[src/assert_macros.svh]
// Assertion helpers for the RTL.
`ifndef ASSERT_MACROS_SVH
`define ASSERT_MACROS_SVH

// Same-cycle implication, off while reset is asserted.
`define ASSERT_IMP(lbl, clk, rst_n, a, c) \
  lbl: assert property (@(posedge clk) disable iff (!rst_n) (a) |-> (c)) \
    else $error("implication check failed");

// Next-cycle implication, off while reset is asserted.
`define ASSERT_NXT(lbl, clk, rst_n, a, c) \
  lbl: assert property (@(posedge clk) disable iff (!rst_n) (a) |=> (c)) \
    else $error("next-cycle check failed");

`endif

[src/sdr_pkg.sv]
`default_nettype none
package sdr_pkg;

  localparam int CFG_W      = 16;
  localparam int CFG_IDX_W  = 3;
  localparam int COORD_IN_W = 12;
  localparam int DISP_W     = 16;
  localparam int Q_W        = 32;
  localparam int PX_W       = 32;
  localparam int PZ_W       = 31;
  localparam int IN_TDATA_W  = 40;
  localparam int OUT_TDATA_W = 96;

  // disparity Q.4 shifted by 4 more bits: 15 magnitude bits + 4
  localparam int DEN_W  = DISP_W - 1 + 4;
  localparam int DENY_W = DEN_W + CFG_W;

  localparam int DEF_COORD_WIDTH    = 12;
  localparam int DEF_DISP_FRAC_BITS = 4;

  localparam logic [CFG_W-1:0] RST_FOCAL_X  = 16'd8000;
  localparam logic [CFG_W-1:0] RST_FOCAL_Y  = 16'd8000;
  localparam logic [CFG_W-1:0] RST_CENTER_X = 16'd5120;
  localparam logic [CFG_W-1:0] RST_CENTER_Y = 16'd3840;
  localparam logic [CFG_W-1:0] RST_BASELINE = 16'd6554;

  typedef enum logic [CFG_IDX_W-1:0] {
    CFG_FOCAL_X  = 3'd0,
    CFG_FOCAL_Y  = 3'd1,
    CFG_CENTER_X = 3'd2,
    CFG_CENTER_Y = 3'd3,
    CFG_BASELINE = 3'd4
  } sdr_cfg_idx_t;

  // valid bit and offset signs that ride alongside the datapath
  typedef struct packed {
    logic v;
    logic xn;
    logic yn;
  } sdr_meta_t;

endpackage
`default_nettype wire

[src/sdr_div.sv]
`default_nettype none
// Pipelined restoring divider: one quotient bit per stage, 32-bit quotient
// plus an overflow flag when the true quotient needs more than 32 bits.
module sdr_div #(
  parameter int NUM_W = 40,
  parameter int DEN_W = 19
) (
  input  wire                      clk,
  input  wire                      en,
  input  wire  [NUM_W-1:0]         num,
  input  wire  [DEN_W-1:0]         den,
  output logic [sdr_pkg::Q_W-1:0]  q_o,
  output logic                     ovf_o
);

  localparam int QW    = sdr_pkg::Q_W;
  localparam int HI_W  = NUM_W + 1 - QW;
  localparam int CMP_W = (HI_W > DEN_W) ? HI_W : DEN_W;

  logic [NUM_W:0]  num_ext;
  logic [HI_W-1:0] hi;
  assign num_ext = {1'b0, num};
  assign hi      = num_ext[NUM_W:QW];

  logic [DEN_W-1:0] rem_r [0:QW-1];
  logic [QW-1:0]    lo_r  [0:QW-1];
  logic [DEN_W-1:0] den_r [0:QW-1];
  logic [QW-1:0]    q_r   [0:QW];
  logic             ovf_r [0:QW];

  // entry stage: high part is the starting remainder
  always_ff @(posedge clk) begin
    if (en) begin
      rem_r[0] <= DEN_W'(hi);
      lo_r[0]  <= num[QW-1:0];
      den_r[0] <= den;
      q_r[0]   <= '0;
      ovf_r[0] <= CMP_W'(hi) >= CMP_W'(den);
    end
  end

  for (genvar k = 1; k <= QW; k++) begin : g_stg
    logic [DEN_W:0] t;
    logic           ge;
    assign t  = {rem_r[k-1], lo_r[k-1][QW-1]};
    assign ge = t >= {1'b0, den_r[k-1]};

    always_ff @(posedge clk) begin
      if (en) begin
        q_r[k]   <= {q_r[k-1][QW-2:0], ge};
        ovf_r[k] <= ovf_r[k-1];
      end
    end

    if (k < QW) begin : g_rem
      always_ff @(posedge clk) begin
        if (en) begin
          rem_r[k] <= ge ? DEN_W'(t - {1'b0, den_r[k-1]}) : DEN_W'(t);
          lo_r[k]  <= {lo_r[k-1][QW-2:0], 1'b0};
          den_r[k] <= den_r[k-1];
        end
      end
    end
  end

  assign q_o   = q_r[QW];
  assign ovf_o = ovf_r[QW];

endmodule
`default_nettype wire

[config.mk]
export PLATFORM = sky130hd
export DESIGN_NAME = sdr_div
export DESIGN_NICKNAME = d
export VERILOG_FILES = /design/src/assert_macros.svh /design/src/sdr_pkg.sv /design/src/sdr_div.sv
export SDC_FILE = /design/constraint.sdc
export NUM_CORES = 2
export LEC_CHECK = 0
export ABC_AREA = 0
export BUFFER_PORTS_ARGS = -buffer_cell sky130_fd_sc_hd__clkbuf_2
export CORE_MARGIN = 10
export CORE_UTILIZATION = 40
export CTS_CLUSTER_DIAMETER = 40
export CTS_CLUSTER_SIZE = 30
export DETAILED_ROUTE_END_ITERATION = 10
export PLACE_DENSITY = 0.62
export SLEW_MARGIN = 20
export SYNTH_ARGS = -nofsm -noshare
export SYNTH_HDL_FRONTEND = slang
export SYNTH_SLANG_ARGS = --single-unit
[constraint.sdc]
create_clock -name clk -period 9.86 [get_ports clk]
set_clock_uncertainty 0.15 [all_clocks]
set_input_delay 0.986 -clock clk [delete_from_list [all_inputs] [get_ports clk]]
set_output_delay 0.986 -clock clk [all_outputs]
set_load 0.005 [all_outputs]
Word level (Yosys, flattened, before mapping)
Memories as Yosys holds them, arrays and structs flattened. Index checks and enable logic that the tools add are counted.

$add $sub $neg: 31. Muxes and demuxes: 33. Order comparisons: 33.

Operators by type and width (count): >= comparator 20 x 19 -> 1 bit (32); 2-to-1 mux 19 bit (31); subtractor 19 bit (31); >= comparator 8 x 19 -> 1 bit (1); 2-to-1 mux 1 bit (2).

Bits in writable memories: 3329. Input port bits: 61. Word-level logic and storage cells: 102. Register bits after elaboration: 0. Memories kept: 5. Output and inout bits: 33.

Memory list: q_r (depth 33, bits a word 32, rd ports 33, clocked after memory_dff 0, wr ports 33, RTL line sdr_div.sv:28) `logic [QW-1:0] q_r [0:QW];`; lo_r (depth 32, bits a word 32, rd ports 32, clocked after memory_dff 0, wr ports 32, RTL line sdr_div.sv:26) `logic [QW-1:0] lo_r [0:QW-1];`; den_r (depth 32, bits a word 19, rd ports 32, clocked after memory_dff 0, wr ports 32, RTL line sdr_div.sv:27) `logic [DEN_W-1:0] den_r [0:QW-1];`; rem_r (depth 32, bits a word 19, rd ports 32, clocked after memory_dff 0, wr ports 32, RTL line sdr_div.sv:25) `logic [DEN_W-1:0] rem_r [0:QW-1];`; ovf_r (depth 33, bits a word 1, rd ports 33, clocked after memory_dff 0, wr ports 33, RTL line sdr_div.sv:29) `logic ovf_r [0:QW];`.

Longest topological paths before layout
An unclocked memory read counts as a cell.

Depth in word-level cells: 3. Mapped depth: 14. Depth with buffers taken out: 13.

Worst setup path after synthesis
Ideal clock, no wire load.

Path kind: register to register. Start point: memory den_r[23][0] (netlist: den_r[5][57]). End point: memory rem_r[24][11] (netlist: rem_r[6][11]) (data pin). Buffers on the path: 1. Library setup time: 0.260 ns. Arrival time: 2.850 ns. Data required time: 9.450 ns. Cell stages (with the launch flop): 13. Setup slack: 6.601 ns. Clock period less this slack: 3.259 ns. Path through: edfxtp_1 > ha_1 > fa_1 > nand2b_1 > a21oi_1 > nor2_1 > o21ba_2 > o211ai_1 > a21oi_1 > o21a_1 > o31ai_1 > buf_2 > mux2_2.

RTL lines (RTL line): start, declared (sdr_div.sv:27); end, declared (sdr_div.sv:25).

==> results by group <==
Run status
  • Status: finished clean

GRT
  • GRT Util Overall: 0.133
  • Vias in the first global route: 58,600
  • Antenna violations before repair: 4
  • First-pass GRT wire length: 309,000 µm
  • Largest net degree at the start of global routing: slightly below 200
  • Grt ovf: 0

Layout
  • Most common cell after layout, fill and taps aside: edfxtp_1
  • Syn-to-layout area delta: 16.8%
  • Fraction of layout instances using a drive strength above 1: 0.142
  • Post-route cell area: roughly 120,000 µm²
  • Most frequent cells in the layout: edfxtp_1, inv_1, ha_1
  • Fin nets: between 8,000 and 9,000
  • Final core utilization: 0.470

Floorplan
  • Chip width: around 530 µm
  • Starting Density: 0.402
  • Row cnt: 187
  • # IOs: 94
  • Core ar.: around 260,000 µm²
  • Die Ht: 531 µm
  • Die area: 282,000 µm²

Power
  • Maximum VDD drop: about 0.00017 V
  • Psw: approximately 0.013 W
  • Pwr dens: 327 nW/µm²
  • Power Internal: 0.0273 W
  • Switching part of the total: 0.314
  • Pleak: 47.5 nW
  • Comb pwr share: 0.311
  • Sequential power share: 0.363
  • Clock power frac: 0.327

Hold path
  • Worst hold path depth: 1
  • WHS Endpoint: lo_r[0][24]
  • Worst Min Path Start: num[24]
  • Worst Hold Class: primary input to register

Clock tree
  • Clock H-tree levels: 5
  • Num CTS Buffers: 368
  • CTS tree: done
  • Clock sinks: 2,294
  • Post_cts resized: 0
  • Worst-path clk slew: 0.06 ns
  • Worst skew pair latency: slightly above 0.9 ns
  • Root buffer cell: clkbuf_16
  • CTS max path bufs: 4
  • Postcts setup bufs: 0
  • Hold Buf Count CTS: 0

Synth
  • Compound-Gate Fraction of Synth Area: 0.0964
  • Number of flops mapped to enable cells by yosys: 2,294
  • Share of the synthesized area in the top cell type: 0.661
  • Mapped Area: 104,000 µm²
  • Post-synth top flop: edfxtp_1
  • Avg Cell Area, Syn: between 10 and 15 µm²
  • Syn Inst Count: 7,433
  • Warnings, synthesis: 0
  • Simple-Gate Fraction of Synth Area: 0.0572
  • Largest cells by area after synthesis: edfxtp_1, ha_1, mux2_2, inv_1, xnor2_1
  • Yosys cell types: a little under 90
  • Post-synthesis adder-cell area fraction: 0.0787
  • Cell taking the most area after synthesis: edfxtp_1
  • Post-synthesis mux area share: 0.0381
  • Main combinational cell family by area after synthesis: compound AO/OA/AOI/OAI gates
  • Sequential-to-total area share from yosys stat: 0.661
  • #FFs+latches synth: about 2,300
  • Syn nets: roughly 8,100
  • Async S/R FF share, synth: 0
  • Post-Synth XOR/XNOR Area: 0.0370

Timing
  • Slew Viols, Final: 0
  • Fin crit share: 0.402
  • Final hold vios: 0
  • Final setup violation count: 0
  • Tmin final: 3.96 ns
  • RSZ-0062 raised after global routing: false
  • Slew @ Worst Pin: 1.04 ns
  • Setup TNS: 0 ns
  • Achievable Freq: 253 MHz
  • Max transition margin: 0.288

Setup path
  • Crit-path max cell delay: 0.68 ns
  • Slowest cell on crit path: a21o_1
  • CP max FO: 20
  • Worst setup path class: register to register
  • FF-to-FF End: rem_r[6][67]
  • Cells along the critical path: ha_1, nor2b_1, o31a_1, o2bb2ai_1, o311ai_0, nor2_1, o21bai_1, a21oi_1, a21o_1, mux2_2
  • Reg2reg path depth: 10
  • R2r setup slk: approximately 5.9 ns
  • Critical Path RT: 10.30 ns
  • Reg2reg start: rem_r[6][39]
  • Worst setup EP type: register
  • Arrival time worst endpoint: 4.40 ns
  • Critical path startpoint category: register

Route
  • Drt pass-1 iters: 6
  • DR vias: 58,300
  • Antenna-violating nets left: 0
  • Number of vias per cell: 5.05
  • DR iter-0 viols: ~3,900
  • Final wirelength: 192,000 µm
  • Routed len/inst: 16.6 µm
  • DR DRC count: 0

Place
  • Routability cong.: between 0.8 and 0.9
  • Hpwl dp: ~130,000 µm
  • Port Buffers: 93
  • Placed Area: between 100,000 and 150,000 µm²

Flow run
  • Max_cap viols: 0
-- worst max path at each step --
| stage | from | slack (ns) | endpoint | cells after the start |
|---|---|---|---|---|
| after CTS | rem_r[5][46] | 5.79 | rem_r[5][64] | 9 |
| after global placement | rem_r[5][46] | 5.82 | rem_r[5][64] | 9 |
| after detailed placement | en | 5.80 | den_r[1][56] | 3 |
| after global routing | den_r[1][0] | 5.63 | rem_r[1][29] | 11 |
| after floorplan | den_r[5][57] | 6.60 | rem_r[6][11] | 12 |
| final | rem_r[6][39] | 5.90 | rem_r[6][67] | 10 |
-- layer usage --
| layer | track usage | up-vias | routed length [µm] |
|---|---|---|---|
| li1 | - | 28600 | - |
| met1 | 0.178 | 27900 | 87600 |
| met2 | 0.214 | 1295 | 88200 |
| met3 | 0.0269 | 437 | 9270 |
| met4 | 0.0494 | 0 | 6390 |
| met5 | 0 | - | 0 |
-- power groups by stage --
stage	logic [W]	registers, W	clock network [W]
after floorplan	0.00977	0.0141	0
after global placement	0.0119	0.0146	0
after detailed placement	0.0122	0.0146	0
after CTS	0.0124	0.0145	0.0134
after global routing	0.0139	0.0146	0.0139
final	0.0124	0.0144	0.0130
-- stage by stage --
step	hold slack, ns	setup slack [ns]	power [W]	std cells
after floorplan	0.250	6.60	0.0238	7433
after global placement	0.250	5.82	0.0265	10900
after detailed placement	0.255	5.80	0.0268	10900
after CTS	0.0297	5.79	0.0402	11500
after global routing	0.0463	5.63	0.0424	11500
final	0.112	5.90	0.0398	11500
-- area by class of cell --
| cell class | instances | area [µm²] |
|---|---|---|
| diodes | 3 | 7.51 |
| inverters | 767 | 2880 |
| flip-flops and latches | 2294 | 68900 |
| fillers | 22200 | 138000 |
| well taps | 3402 | 4260 |
| clock buffers | 394 | 9410 |
| repair buffers | 137 | 936 |
| multi-input cells | 4268 | 32100 |
| clock inverters | 282 | 3350 |
-- synthesized netlist by cell type, drive strengths merged (6+ instances only) --
cell     instances
edfxtp        2294
nor2b           95
o31ai           33
o21ai          431
o41ai            8
mux2i           37
a41oi            8
o211ai          31
nand3b          10
nor2           283
a211oi          48
xnor2          283
o31a            33
buf             48
o21a            90
nand3           73
clkbuf          56
xor2           157
a21oi          451
o2111ai         10
nand2          407
nor3            96
o22ai           10
a21o           202
and4             8
a31oi           44
or3             27
nand4           73
nor4            24
inv            767
o311ai           6
ha             606
fa              31
nand2b          71
a211o           22
a2111oi         14
and3            23
a311oi           9
and2            20
a21boi          29
o21bai          51
mux2           312
a31o            16
or2             27
o221ai           7
-- flip-flops by register name, summed over array words and instances, names as in the netlist --
| signal | count |
|---|---|
| den_r | 608 |
| lo_r | 528 |
| q_r | 528 |
| rem_r | 597 |
| ovf_r | 33 |
-- logic make-up after synthesis --
logic type	Yosys count
adders and majority gates	637
DFF	2294
xor gates and xnor gates	440
buffers and inverters	871
and+or+nand+nor	1251
AOI/OAI and AO/OA	1591
muxes	349
-- critical path: cells and delay by family (launching register included) --
kind / cells / cell delay (ns)
and+or+nand+nor: 2 / 0.43
muxes: 1 / 0.42
DFF: 1 / 0.41
adders and majority gates: 1 / 0.39
AOI/OAI and AO/OA: 6 / 1.88
No activity file was read; power rests on OpenSTA's default activity.
