### config.mk
export PLATFORM = sky130hd
export DESIGN_NAME = sdr_outbuf
export DESIGN_NICKNAME = d
export VERILOG_FILES = /design/src/sdr_pkg.sv /design/src/sdr_outbuf.sv
export VERILOG_INCLUDE_DIRS = /design/src /design/src/src
export SDC_FILE = /design/constraint.sdc
export NUM_CORES = 1
export LEC_CHECK = 0
export ABC_AREA = 1
export BUFFER_PORTS_ARGS = -buffer_cell sky130_fd_sc_hd__buf_2
export CORE_UTILIZATION = 50
export DETAILED_ROUTE_END_ITERATION = 6
export HOLD_SLACK_MARGIN = 0.05
export PLACE_DENSITY = 0.77
export SLEW_MARGIN = 20
export SYNTH_ARGS = -nofsm -noshare
export SYNTH_HDL_FRONTEND = slang
export SYNTH_SLANG_ARGS = --single-unit
export TNS_END_PERCENT = 1
### constraint.sdc
create_clock -name clk -period 8.6 [get_ports clk]
set_input_delay 1.72 -clock clk [delete_from_list [all_inputs] [get_ports clk]]
set_output_delay 1.72 -clock clk [all_outputs]
set_load 0.1 [all_outputs]
### src/assert_macros.svh
// Assertion helpers for the RTL.
`ifndef ASSERT_MACROS_SVH
`define ASSERT_MACROS_SVH

// Same-cycle implication, off while reset is asserted.
`define ASSERT_IMP(lbl, clk, rst_n, a, c) \
  lbl: assert property (@(posedge clk) disable iff (!rst_n) (a) |-> (c)) \
    else $error("implication check failed");

// Next-cycle implication, off while reset is asserted.
`define ASSERT_NXT(lbl, clk, rst_n, a, c) \
  lbl: assert property (@(posedge clk) disable iff (!rst_n) (a) |=> (c)) \
    else $error("next-cycle check failed");

`endif

### src/sdr_pkg.sv
`default_nettype none
package sdr_pkg;

  localparam int CFG_W      = 16;
  localparam int CFG_IDX_W  = 3;
  localparam int COORD_IN_W = 12;
  localparam int DISP_W     = 16;
  localparam int Q_W        = 32;
  localparam int PX_W       = 32;
  localparam int PZ_W       = 31;
  localparam int IN_TDATA_W  = 40;
  localparam int OUT_TDATA_W = 96;

  // disparity Q.4 shifted by 4 more bits: 15 magnitude bits + 4
  localparam int DEN_W  = DISP_W - 1 + 4;
  localparam int DENY_W = DEN_W + CFG_W;

  localparam int DEF_COORD_WIDTH    = 12;
  localparam int DEF_DISP_FRAC_BITS = 4;

  localparam logic [CFG_W-1:0] RST_FOCAL_X  = 16'd8000;
  localparam logic [CFG_W-1:0] RST_FOCAL_Y  = 16'd8000;
  localparam logic [CFG_W-1:0] RST_CENTER_X = 16'd5120;
  localparam logic [CFG_W-1:0] RST_CENTER_Y = 16'd3840;
  localparam logic [CFG_W-1:0] RST_BASELINE = 16'd6554;

  typedef enum logic [CFG_IDX_W-1:0] {
    CFG_FOCAL_X  = 3'd0,
    CFG_FOCAL_Y  = 3'd1,
    CFG_CENTER_X = 3'd2,
    CFG_CENTER_Y = 3'd3,
    CFG_BASELINE = 3'd4
  } sdr_cfg_idx_t;

  // valid bit and offset signs that ride alongside the datapath
  typedef struct packed {
    logic v;
    logic xn;
    logic yn;
  } sdr_meta_t;

endpackage
`default_nettype wire

### src/sdr_outbuf.sv
`default_nettype none
`include "assert_macros.svh"
// Saturation, output register and skid stage; drives the pipeline enable.
module sdr_outbuf (
  input  wire                                   clk,
  input  wire                                   rst_n,
  input  sdr_pkg::sdr_meta_t                    meta,
  input  wire  [sdr_pkg::Q_W-1:0]               q_z,
  input  wire                                   ovf_z,
  input  wire  [sdr_pkg::Q_W-1:0]               q_x,
  input  wire                                   ovf_x,
  input  wire  [sdr_pkg::Q_W-1:0]               q_y,
  input  wire                                   ovf_y,
  output logic                                  en_o,
  output logic                                  out_tvalid,
  input  wire                                   out_tready,
  output logic [sdr_pkg::OUT_TDATA_W-1:0]       out_tdata
);

  localparam int OW = sdr_pkg::OUT_TDATA_W;
  localparam int PW = sdr_pkg::PX_W;

  function automatic logic [PW-1:0] sat_s(input logic neg, input logic ovf,
                                          input logic [PW-1:0] q);
    logic big;
    big = ovf || q[PW-1];
    if (neg) sat_s = big ? {1'b1, {(PW-1){1'b0}}} : PW'(-q);
    else     sat_s = big ? {1'b0, {(PW-1){1'b1}}} : q;
  endfunction

  logic [sdr_pkg::PZ_W-1:0] pz;
  logic [OW-1:0]            res;
  assign pz  = (ovf_z || q_z[PW-1]) ? '1 : q_z[sdr_pkg::PZ_W-1:0];
  assign res = {1'b0, pz, sat_s(meta.yn, ovf_y, q_y), sat_s(meta.xn, ovf_x, q_x)};

  logic          out_v_r, skid_v_r;
  logic [OW-1:0] out_d_r, skid_d_r;
  logic          push;

  assign en_o = !skid_v_r;
  assign push = en_o && meta.v;

  always_ff @(posedge clk) begin
    if (!rst_n) begin
      out_v_r  <= 1'b0;
      skid_v_r <= 1'b0;
    end else if (!out_v_r || out_tready) begin
      out_v_r  <= skid_v_r || push;
      skid_v_r <= 1'b0;
    end else if (push) begin
      skid_v_r <= 1'b1;
    end
  end

  always_ff @(posedge clk) begin
    if (!out_v_r || out_tready) out_d_r <= skid_v_r ? skid_d_r : res;
    else if (push)              skid_d_r <= res;
  end

  assign out_tvalid = out_v_r;
  assign out_tdata  = out_d_r;

  `ASSERT_IMP(a_skid_behind_out, clk, rst_n, skid_v_r, out_v_r)
  `ASSERT_NXT(a_stall_fills_skid, clk, rst_n, out_v_r && !out_tready && push, skid_v_r)
  `ASSERT_NXT(a_drain_skid, clk, rst_n, skid_v_r && out_tready, !skid_v_r && out_v_r)

endmodule
`default_nettype wire

# Word level (Yosys, flattened, before mapping)
# Index checks and enable logic that the tools add are counted.
op_classes:
  add_sub_neg: 2
  n_mux: 8
  n_bitwise: 2
  n_reduce_logical: 10
op_table:
  columns: ["op", "count"]
  rows:
  - ["two-way mux 32 bit", 6]
  - ["two-way mux 95 bit", 1]
  - ["negator 32 bit", 2]
  - ["two-way mux 31 bit", 1]
  - ["logical OR 1 bit", 5]
  - ["zero test 1 bit", 2]
  - ["inverter 1 bit", 2]
  - ["AND reduction 2 bit", 1]
  - ["OR reduction 2 bit", 1]
  - ["logical AND 1 bit", 1]
totals:
  reg_bits: 192
  out_inout_bits: 98
  elab_cells: 26

# Depth between registers and ports, before layout
# Gate-level depths: netlist (run 1).
logic_depth:
  depth_word: 4
  ltp_mapped: 11
  ltp_nobuf: 11

# Worst setup path before layout (run 1)
# Ideal clock, no wire load.
synth_path:
  path_kind: "input port to flip-flop"
  start: "input port out_tready"
  end: "register skid_d_r[0] (enable)"
  setup_time_ps: 550
  arrival_ps: 8145
  required_time_ps: 8050
  slack_ps: -95
  path_stages: 3
  cell_sequence: "inv_1 > nand2_1 > nor2_1"
synth_via:
  elab_chain_len: 3
synth_rtl:
  columns: ["element", "line_no", "rtl"]
  rows:
  - ["start, declared", "sdr_outbuf.sv:16", "input wire out_tready,"]
  - ["logical OR 1 bit", "sdr_outbuf.sv:56", "if (!out_v_r || out_tready) out_d_r <= skid_v_r ? skid_d_r : res;"]
  - ["inverter 1 bit (no line)", null, null]
  - ["AND reduction 2 bit (no line)", null, null]
  - ["end signal, assigned", "sdr_outbuf.sv:57", "else if (push) skid_d_r <= res;"]
  - ["end, declared", "sdr_outbuf.sv:37", "logic [OW-1:0] out_d_r, skid_d_r;"]
# Every way passes these cells.
# A chain may end at the register's enable or synchronous reset.

# Worst setup path in the final report (run 1)
layout_path:
  start: "input port out_tready"
  end: "register skid_d_r[32] (enable)"
# The elaborated chain is that of the path after synthesis.

==> impl_metrics.ini, run 1 <==
[status]
outcome = completed

[clock_network]
htree_num_levels = 4
cts_sinks = 192
clock_latency_ns = 0.43
cts.path.max_buffers = 2
cts-root-buf = clkbuf_16
cts_tree = done
holdBufCountCts = 0
cts.clk_slew.worst_paths_ns = 0.07
post_cts_buffers = 0
postCtsResizedCells = 0
numCtsBuffers = 17

[route]
vias = 7799
dr.pass1.iters = 5
ant_nets = 0
drt-initial-drc-count = 605
via_per_inst = 5.03
drc = 0
wirelength_um = 22400
wl_per_cell_um = 14.5

[logic_synthesis]
ys_warn_count = 0
synth_cell_types = 37
synth_top_cell_by_area = edfxtp_1
avgSynthCellArea_um2 = 8.91
syn_inst = 1091
netlist.area_leader.share_pct = 58.7
synth-main-ff-cell = edfxtp_1
synthArstFlopShare_pct = 0
synthesis.area_um2 = 9720
ys_seq_area_share_pct = 59.1
synth_edf_count = 190
ys_ff_latch = 192
synth_nets = 1198
synth.area.top_cells = edfxtp_1, nand2_1, nor2_1, inv_1, or2_2

[power]
power_density_nw_per_um2 = 211
leakagePower_uw = 0.00509
irDropWorstVdd_uv = 163

[finish]
n_antenna_cell = 0
final_cell_mix = nand2_1, buf_2, edfxtp_1
nFillCells = 1652
fin_cells = 1551
final_common_cell = nand2_1
area_growth_pct = 18.5
layout.nets = 1385
drive_above_1_share_pct = 23.1

[placement]
dp_cells = 1519
placement.io_buffers = 201
place_hpwl_um = 15600
gp_congestion = 0.943

[grt]
antenna_found_initial = 0
grt_pass1_wl_um = 35600
grt_pass1_vias = 7207
grt_use_total_pct = 23.0
overflow = 0
grt_max_degree = 95

[floorplan]
coreArea_um2 = 18900
die_h_um = 141
io_pins = 203
start_util_pct = 51.4
rows = 50
die_area_um2 = 20000
fp.dieW_um = 141

[timing]
fin_skew_ns = 0.0117
setup_viol = 0
final.min_clock_period_ns = 3.82
report.final.slew_viol_count = 0
rsz0062_at_grt = false
period_share_pct = 44.5
max-slew-margin-rel_pct = 33.3
fmax_mhz = 262
final.setup.tns_ns = 0
hold_viol_final = 0
worst_pin_slew_ns = 1.00

[min_path]
hp-class = reg -> reg

[critical_path]
worst-setup-path-type = in -> reg
cp_data_required_time_ns = 8.65
crit_path_end_kind = flop
start_kind = primary input
critPathArrivalTime_ns = 3.87
path_max_fanout = 71

[job]
drv_cap = 0
## per-layer routing
| layer | vias up | part of all wire [%] | global-route usage [%] |
|---|---|---|---|
| met2 | 275 | 48 | 38.3 |
| met3 | 33 | 5.3 | 3.31 |
| met1 | 3603 | 45 | 30.9 |
| met5 | - | 0 | 0 |
| met4 | 0 | 2.0 | 8.15 |
| li1 | 3888 | - | - |
## registers in the layout, summed over array words and instances (netlist names)
| register | count |
|---|---|
| out_tdata | 95 |
| skid_v_r | 1 |
| out_tvalid | 1 |
| skid_d_r | 95 |
## cells in the mapped netlist, types with 6 or more instances
cell type,number
nand4_1,10
nand3_1,38
o21ai_0,14
or2_2,32
nor2_1,144
clkbuf_1,14
a21oi_1,8
buf_2,12
buf_1,8
edfxtp_1,190
xor2_1,18
nand2_1,465
nor2_2,6
nand3b_1,14
inv_1,66
xnor2_1,7
## final timing paths
| path | start | end | slack, ns | depth (start not counted) |
|---|---|---|---|---|
| setup reg to reg | skid_v_r | skid_d_r[32] | 5.73 | 4 |
| setup / recovery | out_tready | skid_d_r[32] | 4.78 | 5 |
| hold / removal | skid_d_r[93] | out_tdata[93] | 0.52 | 2 |
| hold reg to reg | skid_d_r[93] | out_tdata[93] | 0.52 | 2 |
## power by group
group / internal (uW) / total [uW] / switching, uW
Clock: 393 / 775 / 383
Sequential: 1090 / 1110 / 16.5
Combinational: 89.3 / 546 / 457
## critical path, cell delays in order
cell     delay, ns
buf_2         0.10
inv_1         0.08
nand2_4       0.34
nor2_4        0.72
buf_4         0.84
## area by class of cell
class	count	area [um^2]	share of cell area, %
clock inverter	15	165	1.43
sequential	192	5750	49.9
clock buffer	17	425	3.69
inverter	69	259	2.25
timing repair buffer	205	1040	9.00
multi-input combinational	793	3560	30.9
tap	260	325	2.82
## per-stage QoR
| stage | cell area, um^2 | util (%) | hold WS, ns | power [uW] | setup slack (ns) |
|---|---|---|---|---|---|
| 3_3_place_gp | 10900 | 57.8 | 0.497 | 1670 | 4.34 |
| 3_5_place_dp | 10900 | 57.8 | 0.501 | 1680 | 4.30 |
| 6_report | 11500 | 61.0 | 0.517 | 2430 | 4.78 |
| 5_1_grt | 11500 | 61.0 | 0.534 | 2520 | 4.63 |
| 4_1_cts | 11500 | 61.0 | 0.519 | 2450 | 4.75 |
| 2_1_floorplan | 9720 | - | 0.494 | 1570 | 0.985 |
## kinds of logic after synthesis
family,share of synthesized area (%)
AND/OR/NAND/NOR,31.6
AO/OA/AOI/OAI,1.94
other,0.0386
XOR/XNOR,2.59
adder cells (fa/ha/maj),0.257
buffers and inverters,4.40
flip-flops,59.1
Power figures use the tool's default switching activity.
==> run 2, diff against run 1 <==
Settings changed: PLACE_DENSITY 0.77 to 0.74.
Clock period 8.6 ns to 3.8 ns, I/O delays scaled along.
==> impl_metrics.ini, run 2 (synthesis gave the netlist of run 1 again) <==
[status]
outcome = completed

[route]
drt-initial-drc-count = 643
vias = 7868
drc = 0
wirelength_um = 23400
ant_nets = 0
wl_per_cell_um = 15.0
dr.pass1.iters = 5
via_per_inst = 5.06

[floorplan]
fp.dieW_um = 141
io_pins = 203
die_area_um2 = 20000
coreArea_um2 = 18900
rows = 50
die_h_um = 141
start_util_pct = 51.4

[clock_network]
postCtsResizedCells = 0
cts.path.max_buffers = 2
numCtsBuffers = 17
holdBufCountCts = 0
htree_num_levels = 4
cts_tree = done
cts-root-buf = clkbuf_16
cts.clk_slew.worst_paths_ns = 0.08
post_cts_buffers = 0
clock_latency_ns = 0.44
cts_sinks = 192

[finish]
n_antenna_cell = 0
nFillCells = 1697
final_cell_mix = nand2_1, buf_2, edfxtp_1
drive_above_1_share_pct = 23.3
layout.nets = 1388
post-route-util_pct = 61.2
final_common_cell = nand2_1
area_growth_pct = 18.9

[timing]
period_share_pct = 66.3
fin_ws_ns = 1.28
rsz0062_at_grt = false
worst_pin_slew_ns = 1.01
hold_viol_final = 0
max-slew-margin-rel_pct = 32.9
final.setup.tns_ns = 0
fmax_mhz = 397
fin_skew_ns = 0.0153
setup_viol = 0
report.final.slew_viol_count = 0
final.min_clock_period_ns = 2.52

[grt]
overflow = 0
grt_use_total_pct = 24.0
grt_pass1_vias = 7308
grt_max_degree = 95
grt_pass1_wl_um = 37000
antenna_found_initial = 0

[critical_path]
worst-setup-path-type = reg -> out
path_cells = inv_2 -> buf_4 -> buf_2
critPathArrivalTime_ns = 1.76
cp_data_required_time_ns = 3.04
path_max_fanout = 45
cp_slowest_stage_delay_ns = 0.52
slowest_stage = buf_2
crit_path_end_kind = primary output
reg2reg_setup_slack_ns = 1.80
start_kind = flop

[power]
power_density_nw_per_um2 = 477
irDropWorstVdd_uv = 308
leakagePower_uw = 0.00511

[placement]
gp_congestion = 0.900
dpl_worst_slack_ns = 1.32
place_hpwl_um = 16300
placement.io_buffers = 201

[min_path]
hp-class = reg -> reg

[job]
drv_cap = 0
## run 2: area by class of cell
| class | instances | area, um^2 | share of cell area (%) |
|---|---|---|---|
| clock buffers | 17 | 425 | 3.68 |
| clock inverters | 15 | 160 | 1.39 |
| inverters | 69 | 259 | 2.24 |
| multi-input cells | 793 | 3570 | 30.9 |
| flip-flops and latches | 192 | 5750 | 49.7 |
| well taps | 260 | 325 | 2.81 |
| repair buffers | 208 | 1070 | 9.27 |
## run 2: critical path: cells and delay by family, from the launching register on
family,cells,cell delay [ns]
buf+inv,3,0.98
flops,1,0.34
## run 2: final timing paths
| kind | startpoint | end | depth (start not counted) |
|---|---|---|---|
| setup / recovery | skid_v_r | en_o | 3 |
| hold / removal | skid_d_r[72] | out_tdata[72] | 2 |
| setup reg to reg | skid_v_r | skid_d_r[38] | 5 |
| hold reg to reg | skid_d_r[72] | out_tdata[72] | 2 |
## run 2: per-layer routing
layer | part of all wire, % | routed length, um | global-route usage (%)
met4 | 2.3 | 546 | 8.72
met2 | 47 | 11000 | 38.3
met5 | 0 | 0 | 0
met3 | 6.3 | 1470 | 4.39
met1 | 44 | 10400 | 32.8
## run 2: where the power goes
group / internal [uW] / switching, uW
registers: 2480 / 40.8
logic: 205 / 1040
clock network: 887 / 867
total: 3570 / 1950
## run 2: stage by stage
step	instances	power [uW]	area (um^2)	hold slack, ns
5_1_grt	1554	5700	11600	0.533
4_1_cts	1554	5550	11600	0.520
6_report	1554	5510	11600	0.516
3_5_place_dp	1522	3800	11000	0.504
2_1_floorplan	1091	3550	9740	0.494
3_3_place_gp	1522	3790	11000	0.497
