## src/assert_macros.svh

```systemverilog
// Assertion helpers for the RTL.
`ifndef ASSERT_MACROS_SVH
`define ASSERT_MACROS_SVH

// Same-cycle implication, off while reset is asserted.
`define ASSERT_IMP(lbl, clk, rst_n, a, c) \
  lbl: assert property (@(posedge clk) disable iff (!rst_n) (a) |-> (c)) \
    else $error("implication check failed");

// Next-cycle implication, off while reset is asserted.
`define ASSERT_NXT(lbl, clk, rst_n, a, c) \
  lbl: assert property (@(posedge clk) disable iff (!rst_n) (a) |=> (c)) \
    else $error("next-cycle check failed");

`endif

```

## src/sdr_pkg.sv

```systemverilog
`default_nettype none
package sdr_pkg;

  localparam int CFG_W      = 16;
  localparam int CFG_IDX_W  = 3;
  localparam int COORD_IN_W = 12;
  localparam int DISP_W     = 16;
  localparam int Q_W        = 32;
  localparam int PX_W       = 32;
  localparam int PZ_W       = 31;
  localparam int IN_TDATA_W  = 40;
  localparam int OUT_TDATA_W = 96;

  // disparity Q.4 shifted by 4 more bits: 15 magnitude bits + 4
  localparam int DEN_W  = DISP_W - 1 + 4;
  localparam int DENY_W = DEN_W + CFG_W;

  localparam int DEF_COORD_WIDTH    = 12;
  localparam int DEF_DISP_FRAC_BITS = 4;

  localparam logic [CFG_W-1:0] RST_FOCAL_X  = 16'd8000;
  localparam logic [CFG_W-1:0] RST_FOCAL_Y  = 16'd8000;
  localparam logic [CFG_W-1:0] RST_CENTER_X = 16'd5120;
  localparam logic [CFG_W-1:0] RST_CENTER_Y = 16'd3840;
  localparam logic [CFG_W-1:0] RST_BASELINE = 16'd6554;

  typedef enum logic [CFG_IDX_W-1:0] {
    CFG_FOCAL_X  = 3'd0,
    CFG_FOCAL_Y  = 3'd1,
    CFG_CENTER_X = 3'd2,
    CFG_CENTER_Y = 3'd3,
    CFG_BASELINE = 3'd4
  } sdr_cfg_idx_t;

  // valid bit and offset signs that ride alongside the datapath
  typedef struct packed {
    logic v;
    logic xn;
    logic yn;
  } sdr_meta_t;

endpackage
`default_nettype wire

```

## src/sdr_prep.sv

```systemverilog
`default_nettype none
// Config registers, offsets and the numerator/denominator products.
module sdr_prep #(
  parameter int COORD_WIDTH    = sdr_pkg::DEF_COORD_WIDTH,
  parameter int DISP_FRAC_BITS = sdr_pkg::DEF_DISP_FRAC_BITS,
  parameter int SCALE_W        = sdr_pkg::CFG_W + DISP_FRAC_BITS,
  parameter int NUMZ_W         = SCALE_W + sdr_pkg::CFG_W,
  parameter int NUMY_W         = SCALE_W + 2 * sdr_pkg::CFG_W
) (
  input  wire                                  clk,
  input  wire                                  rst_n,
  input  wire                                  en,
  input  wire                                  cfg_wr_en,
  input  wire  [sdr_pkg::CFG_IDX_W-1:0]        cfg_index,
  input  wire  [sdr_pkg::CFG_W-1:0]            cfg_wdata,
  input  wire                                  in_acc,
  input  wire  [sdr_pkg::COORD_IN_W-1:0]       in_column,
  input  wire  [sdr_pkg::COORD_IN_W-1:0]       in_row,
  input  wire  [sdr_pkg::DISP_W-1:0]           in_disparity,
  output sdr_pkg::sdr_meta_t                   meta_o,
  output logic [NUMZ_W-1:0]                    num_z_o,
  output logic [NUMZ_W-1:0]                    num_x_o,
  output logic [NUMY_W-1:0]                    num_y_o,
  output logic [sdr_pkg::DEN_W-1:0]            den_o,
  output logic [sdr_pkg::DENY_W-1:0]           den_y_o
);

  localparam int CW = sdr_pkg::CFG_W;
  localparam logic [sdr_pkg::COORD_IN_W-1:0] CMASK =
    (COORD_WIDTH >= sdr_pkg::COORD_IN_W) ? '1 :
    sdr_pkg::COORD_IN_W'((1 << COORD_WIDTH) - 1);

  logic [CW-1:0] focal_x_r, focal_y_r, center_x_r, center_y_r, baseline_r;

  always_ff @(posedge clk) begin
    if (!rst_n) begin
      focal_x_r  <= sdr_pkg::RST_FOCAL_X;
      focal_y_r  <= sdr_pkg::RST_FOCAL_Y;
      center_x_r <= sdr_pkg::RST_CENTER_X;
      center_y_r <= sdr_pkg::RST_CENTER_Y;
      baseline_r <= sdr_pkg::RST_BASELINE;
    end else if (cfg_wr_en) begin
      case (sdr_pkg::sdr_cfg_idx_t'(cfg_index))
        sdr_pkg::CFG_FOCAL_X:  focal_x_r  <= cfg_wdata;
        sdr_pkg::CFG_FOCAL_Y:  focal_y_r  <= cfg_wdata;
        sdr_pkg::CFG_CENTER_X: center_x_r <= cfg_wdata;
        sdr_pkg::CFG_CENTER_Y: center_y_r <= cfg_wdata;
        sdr_pkg::CFG_BASELINE: baseline_r <= cfg_wdata;
        default: ;
      endcase
    end
  end

  // stage 0: capture
  logic                            v0_r;
  logic [sdr_pkg::COORD_IN_W-1:0]  col0_r, row0_r;
  logic [sdr_pkg::DISP_W-1:0]      disp0_r;
  logic                            v0_nxt;

  // positive disparity only
  assign v0_nxt = in_acc && !in_disparity[sdr_pkg::DISP_W-1] && (in_disparity != '0);

  always_ff @(posedge clk) begin
    if (!rst_n) v0_r <= 1'b0;
    else if (en) v0_r <= v0_nxt;
  end

  always_ff @(posedge clk) begin
    if (en) begin
      col0_r  <= in_column & CMASK;
      row0_r  <= in_row & CMASK;
      disp0_r <= in_disparity;
    end
  end

  // stage 1: offsets, denominator, scale
  logic [CW-1:0] pos_x, pos_y;
  assign pos_x = {col0_r, 4'b0};
  assign pos_y = {row0_r, 4'b0};

  sdr_pkg::sdr_meta_t         meta1_r;
  logic [CW-1:0]              dxm1_r, dym1_r, fx1_r, fy1_r;
  logic [SCALE_W-1:0]         scale1_r;
  logic [sdr_pkg::DEN_W-1:0]  den1_r;

  always_ff @(posedge clk) begin
    if (!rst_n) meta1_r <= '0;
    else if (en) begin
      meta1_r.v  <= v0_r;
      meta1_r.xn <= pos_x < center_x_r;
      meta1_r.yn <= pos_y < center_y_r;
    end
  end

  always_ff @(posedge clk) begin
    if (en) begin
      dxm1_r     <= (pos_x < center_x_r) ? center_x_r - pos_x : pos_x - center_x_r;
      dym1_r     <= (pos_y < center_y_r) ? center_y_r - pos_y : pos_y - center_y_r;
      fx1_r      <= (focal_x_r == '0) ? CW'(1) : focal_x_r;
      fy1_r      <= (focal_y_r == '0) ? CW'(1) : focal_y_r;
      scale1_r   <= SCALE_W'(baseline_r) << DISP_FRAC_BITS;
      den1_r     <= {disp0_r[sdr_pkg::DISP_W-2:0], 4'b0};
    end
  end

  // stage 2: first products
  sdr_pkg::sdr_meta_t          meta2_r;
  logic [NUMZ_W-1:0]           num_z2_r, num_x2_r, py2_r;
  logic [CW-1:0]               fx2_r;
  logic [sdr_pkg::DEN_W-1:0]   den2_r;
  logic [sdr_pkg::DENY_W-1:0]  deny2_r;

  always_ff @(posedge clk) begin
    if (!rst_n) meta2_r <= '0;
    else if (en) meta2_r <= meta1_r;
  end

  always_ff @(posedge clk) begin
    if (en) begin
      num_z2_r   <= NUMZ_W'(scale1_r) * NUMZ_W'(fx1_r);
      num_x2_r   <= NUMZ_W'(dxm1_r) * NUMZ_W'(scale1_r);
      py2_r      <= NUMZ_W'(dym1_r) * NUMZ_W'(scale1_r);
      fx2_r      <= fx1_r;
      den2_r     <= den1_r;
      deny2_r    <= sdr_pkg::DENY_W'(den1_r) * sdr_pkg::DENY_W'(fy1_r);
    end
  end

  // stage 3: vertical numerator
  always_ff @(posedge clk) begin
    if (!rst_n) meta_o <= '0;
    else if (en) meta_o <= meta2_r;
  end

  always_ff @(posedge clk) begin
    if (en) begin
      num_z_o   <= num_z2_r;
      num_x_o   <= num_x2_r;
      num_y_o   <= NUMY_W'(py2_r) * NUMY_W'(fx2_r);
      den_o     <= den2_r;
      den_y_o   <= deny2_r;
    end
  end

endmodule
`default_nettype wire

```

## config.mk

```make
export PLATFORM = sky130hd
export DESIGN_NAME = sdr_prep
export DESIGN_NICKNAME = d
export VERILOG_FILES = /design/src/assert_macros.svh /design/src/sdr_pkg.sv /design/src/sdr_prep.sv
export SDC_FILE = /design/constraint.sdc
export NUM_CORES = 2
export LEC_CHECK = 0
export ABC_AREA = 1
export BUFFER_PORTS_ARGS = -buffer_cell sky130_fd_sc_hd__buf_2
export CORE_MARGIN = 3
export CORE_UTILIZATION = 48
export DETAILED_ROUTE_END_ITERATION = 6
export MAX_ROUTING_LAYER = met4
export SYNTH_ARGS = -nofsm -noshare
export SYNTH_HDL_FRONTEND = slang
export SYNTH_SLANG_ARGS = --single-unit
```

## constraint.sdc

```tcl
create_clock -name clk -period 12.9 [get_ports clk]
set_input_delay 2.58 -clock clk [delete_from_list [all_inputs] [get_ports clk]]
set_output_delay 2.58 -clock clk [all_outputs]
set_load 0.02 [all_outputs]
```

* Yosys cells after proc, flatten, opt, wreduce, memory -nomap -nowiden
Index checks and enable logic that the tools add are counted.
W data, S select, Z words.
** Storage, ports and cells
- Bits in registers :: 540
- Bits of input ports :: 64
- Output and inout bits :: 181
- Logic and storage cells :: 64
** Operators by class
- Add/sub/neg operators :: 4
- Multiply operators :: 5
- Magnitude comparators :: 2
- Equal/unequal tests :: 4
- Multiplexer cells :: 2
- Reductions and logical operators :: 12
** Operators by type and width (count)
- $mul A16 B16 Y32 :: 3
- $sub A16 B16 Y16 :: 4
- $mul A32 B16 Y48 :: 1
- $logic_not A16 Y1 :: 2
- $lt A16 B16 Y1 :: 2
- $mux W16 :: 2
- $mul A15 B16 Y31 :: 1
- $reduce_bool A16 Y1 :: 1
- $reduce_and A2 Y1 :: 5
- $eq A3 B2 Y1 const B :: 2
- $eq A3 B1 Y1 const B :: 1
- $eq A3 B3 Y1 const B :: 1
- $logic_not A3 Y1 :: 1
- $logic_and A1 B1 Y1 :: 2
- $logic_not A1 Y1 :: 1

* Depth between registers and ports, before layout
- Depth in word-level cells :: 3
- Depth in mapped cells :: 29
- Mapped depth without buffers :: 27

* Least setup slack after synthesis
No wires, ideal clock.
- Path type :: register to register
- From :: register scale1_r[5]
- To :: register num_x2_r[28], data pin
- Library setup time :: 0.252 ns
- Data arrival time :: 5.268 ns
- Data required time :: 12.648 ns
- Setup slack :: 7.380 ns
- Cell stages (with the launch flop) :: 25
- Path buffers :: 2
- Period minus slack after synthesis :: 5.520 ns
- Cell sequence :: edfxtp_1 > clkbuf_1 > clkbuf_1 > nand2_1 > fa_1 > inv_1 > fa_1 > inv_1 > fa_1 > inv_1 > fa_1 > inv_1 > fa_1 > inv_1 > fa_1 > ha_1 > nand2_1 > nor2_1 > inv_1 > nor3_1 > nand2_1 > nand2_1 > nand2_1 > nand3_1 > nand2_1
** On the way
- Longest elaborated chain between the ends :: 1
** Ends and longest elaborated chain
- from (decl) :: RTL line sdr_prep.sv:83 : logic [SCALE_W-1:0] scale1_r;
- from (signal assigned) :: RTL line sdr_prep.sv:101 : scale1_r <= SCALE_W'(baseline_r) << DISP_FRAC_BITS;
- $mul A16 B16 Y32 :: RTL line sdr_prep.sv:121 : num_x2_r <= NUMZ_W'(dxm1_r) * NUMZ_W'(scale1_r);
- to (signal assigned) :: RTL line sdr_prep.sv:121
- to (decl) :: RTL line sdr_prep.sv:108 : logic [NUMZ_W-1:0] num_z2_r, num_x2_r, py2_r;
Every way passes these cells.
A chain may end at the register's enable or synchronous reset.

* Final worst setup path
- From :: register fx2_r[1]
- To :: register num_y_o[42], data pin
** On the way
- Longest elaborated chain between the ends :: 1
** Ends and longest elaborated chain
- from (decl) :: RTL line sdr_prep.sv:109 : logic [CW-1:0] fx2_r;
- from (signal assigned) :: RTL line sdr_prep.sv:123 : fx2_r <= fx1_r;
- $mul A32 B16 Y48 :: RTL line sdr_prep.sv:139 : num_y_o <= NUMY_W'(py2_r) * NUMY_W'(fx2_r);
- to (signal assigned) :: RTL line sdr_prep.sv:139
- to (decl) :: RTL line sdr_prep.sv:23 : output logic [NUMY_W-1:0] num_y_o,
Every way passes these cells.

==> flow_metrics.tcl <==
set metrics [dict create \
    antenna_found_initial 2 \
    die_area_mm2 0.1571 \
    io_pins 245 \
    slew_headroom_pct 27.26 \
    grt_max_degree 162 \
    die_h_um 396.3 \
    reg2regPathDepth 21 \
    hold-path-cell-count 0 \
    area_growth_pct 6.430 \
    tns_ns 0 \
    drtAntennaViolNets 0 \
    grt_pass1_vias 58046 \
    dpl.hpwl_um 150700 \
    ff2ff_setup_slack_ns 6.47 \
    tightest_slew_ns 1.091 \
    syn_area_per_cell_um2 8.211 \
    endpoint_kind "flop" \
    final_nets 10664 \
    fin_skew_ns 0.07011 \
    finalCritPeriodShare_pct 49.87 \
    post-cts-setup-buffers 0 \
    timing.rr.end "num_y_o[42]$_DFFE_PP_" \
    clk_pin_slew_ns 0.07 \
    cts_buffer_depth 3 \
    critPathLaunchType "flop" \
    start_util_pct 48.53 \
    grt_pass1_wl_um 316200 \
    clock-root-buffer "clkbuf_16" \
    synth_commonest_cells "2549 x nand2_1, 2414 x inv_1, 1182 x fa_1, 573 x ha_1, 450 x edfxtp_1" \
    cts_tree "built" \
    synth_compound_area_share_pct 3.631 \
    drv_cap 0 \
    synth_top_area_share_pct 32.36 \
    grt_overflow_total 0 \
    grt_usage_pct 26.24 \
    clk_latency_ns 0.71 \
    yosys.area_share.adder_pct 42.17 \
    crit_arrival_ns 6.89 \
    core-area_mm2 0.1507 \
    synth-edff-count 450 \
    synthTopCellsByArea "fa_1 32%, edfxtp_1 18%, nand2_1 13%" \
    path_class "reg -> reg" \
    synth.yosys.seq_area_share_pct 20.94 \
    status "finished, violations left" \
    floorplan.rows 142 \
    setup_viol 0 \
    r2r_start "fx2_r[1]$_DFFE_PP_" \
    cp_data_required_time_ns 13.35 \
    async_flop_share_pct 0 \
    rsz0062_at_grt "no" \
    num_vias 54699 \
    firstDrtPassIters 7 \
    failed_checks "DRC" \
    synth_top_family_by_area "adder cells" \
    gp_congestion 0.9157 \
    holdBufCountCts 0 \
    port_buffers 224 \
    drt_iter0_markers 3705 \
    wirelength_um 194000 \
    ys_warn_count 0 \
    yosys-mux-area-fraction_pct 0 \
    ff_latch_area_mm2 0.01531 \
    nFillCells 14634 \
    multi_input_area_mm2 0.04708 \
    ys.flop_type "edfxtp_1" \
    slew_viol_final 0 \
    cts_max_level 3 \
    die_x_um 396.3 \
    synth_xor_area_share_pct 1.473 \
    cts-resized-gates 0 \
    wl_per_cell_um 17.77 \
    startpoint "fx2_r[1]$_DFFE_PP_" \
    yosys_register_bits 540 \
    fin_crit_ns 6.433 \
    finalHoldViolCount 0 \
    drive_gt1_share_pct 4.730 \
    cts_sinks 540 \
    yosysMostFrequentCell "nand2_1" \
    critPathMaxFanout 32 \
    vias_per_cell 5.010 \
    drcViolationCount 2 \
    synth_top_area_cell "fa_1" \
    clock.fmax_mhz 155.5 \
    utilization_pct 51.65 \
    endpoint "num_y_o[42]$_DFFE_PP_" \
    synth.cell_area_mm2 0.07312 \
    hold_path.class "reg -> reg" \
    synth_simple_gate_area_share_pct 17.01 \
    synthCells 8905 \
    placed_cell_area_mm2 0.07548 \
    postLayoutCellArea_mm2 0.07782 \
    synth_cell_types 47 \
    cts_buffers 70 \
]
[worst min path at each step]
stage	slack [ns]	to	from
floorplan	0.40	den1_r[10]$_DFFE_PP_	disp0_r[6]$_DFFE_PP_
global placement	0.40	den_y_o[9]$_DFFE_PP_	deny2_r[9]$_DFFE_PP_
detailed placement	0.40	den1_r[12]$_DFFE_PP_	disp0_r[8]$_DFFE_PP_
CTS	0.41	den_y_o[31]$_DFFE_PP_	deny2_r[31]$_DFFE_PP_
global route	0.42	den_o[11]$_DFFE_PP_	den2_r[11]$_DFFE_PP_
finish	0.41	den_y_o[31]$_DFFE_PP_	deny2_r[31]$_DFFE_PP_
[stage by stage]
stage / hold slack [ns] / instances / setup WS, ns
after global placement: 0.4009 / 10789 / 6.581
after floorplan: 0.4003 / 8924 / 7.380
after global routing: 0.4198 / 10916 / 6.254
after CTS: 0.4120 / 10916 / 6.506
after detailed placement: 0.4045 / 10789 / 6.515
final: 0.4147 / 10917 / 6.467
[flip-flops by register name, summed over array words and instances (netlist names), 31 cells and up]
register,flops
num_x_o,32
num_y_o,48
num_x2_r,32
num_z_o,32
num_z2_r,32
deny2_r,31
den_y_o,31
py2_r,32
[final cells by class]
type,instances,share of cell area [%]
Clock buffer,82,2.309
Timing Repair Buffer,266,1.875
Multi-Input combinational cell,5542,60.50
Tap cell,2016,3.241
Antenna cell,1,0.003216
Inverter,2425,11.70
Clock inverter,45,0.6994
Sequential cell,540,19.68
[cells by family (layout without fill, tap and decap cells)]
logic type,count (synthesis),in the layout
adder cells (fa/ha/maj),1755,1755
XOR/XNOR,123,123
AO/OA/AOI/OAI,492,492
flip-flops,540,540
AND/OR/NAND/NOR,3152,3152
buffers and inverters,2842,2818
other,1,21
[metal layers]
metal	up-vias	track usage, %	wire [um]
met4	0	7.445	5499
met2	1596	42.48	91300
met3	265	3.168	11060
met1	27043	34.99	86140
met5	-	-	0
li1	25795	-	-
[worst max-delay path, stage by stage, from the launching register on]
cell and delay, ns:
edfxtp_1 0.52, buf_4 0.47, nand2_1 0.15, fa_1 0.58, fa_1 0.55, fa_1 0.52, inv_1 0.06, fa_1 0.50
fa_1 0.50, inv_1 0.05, fa_1 0.47, inv_1 0.04, ha_1 0.36, nand2_1 0.13, inv_1 0.09, nand2_1 0.06
nor2_1 0.40, nand4_1 0.23, nand3_1 0.24, nand2_1 0.10, nand3_1 0.08, nand2_1 0.06
[cells in the final DEF (no fill, tap or decap), types with 8 or more instances in the layout]
master	instances
clkinv_2	9
nand3b_1	8
nor4_1	8
o21ai_2	8
dfxtp_1	90
o21bai_1	14
nand3_1	176
nand2_1	2549
xor2_1	93
clkbuf_16	70
edfxtp_1	450
nand4_1	56
buf_4	41
inv_2	11
inv_1	2414
o21a_1	9
clkbuf_1	12
nor3_1	45
nor2_1	281
nand3_2	8
conb_1	20
o211ai_1	14
buf_2	223
ha_1	573
xnor2_1	30
a21oi_1	244
a21o_1	15
o21ai_0	169
fa_1	1182
Power is not shown: default switching activity piles up to over one toggle a cycle in this logic, so the estimate is an artifact.
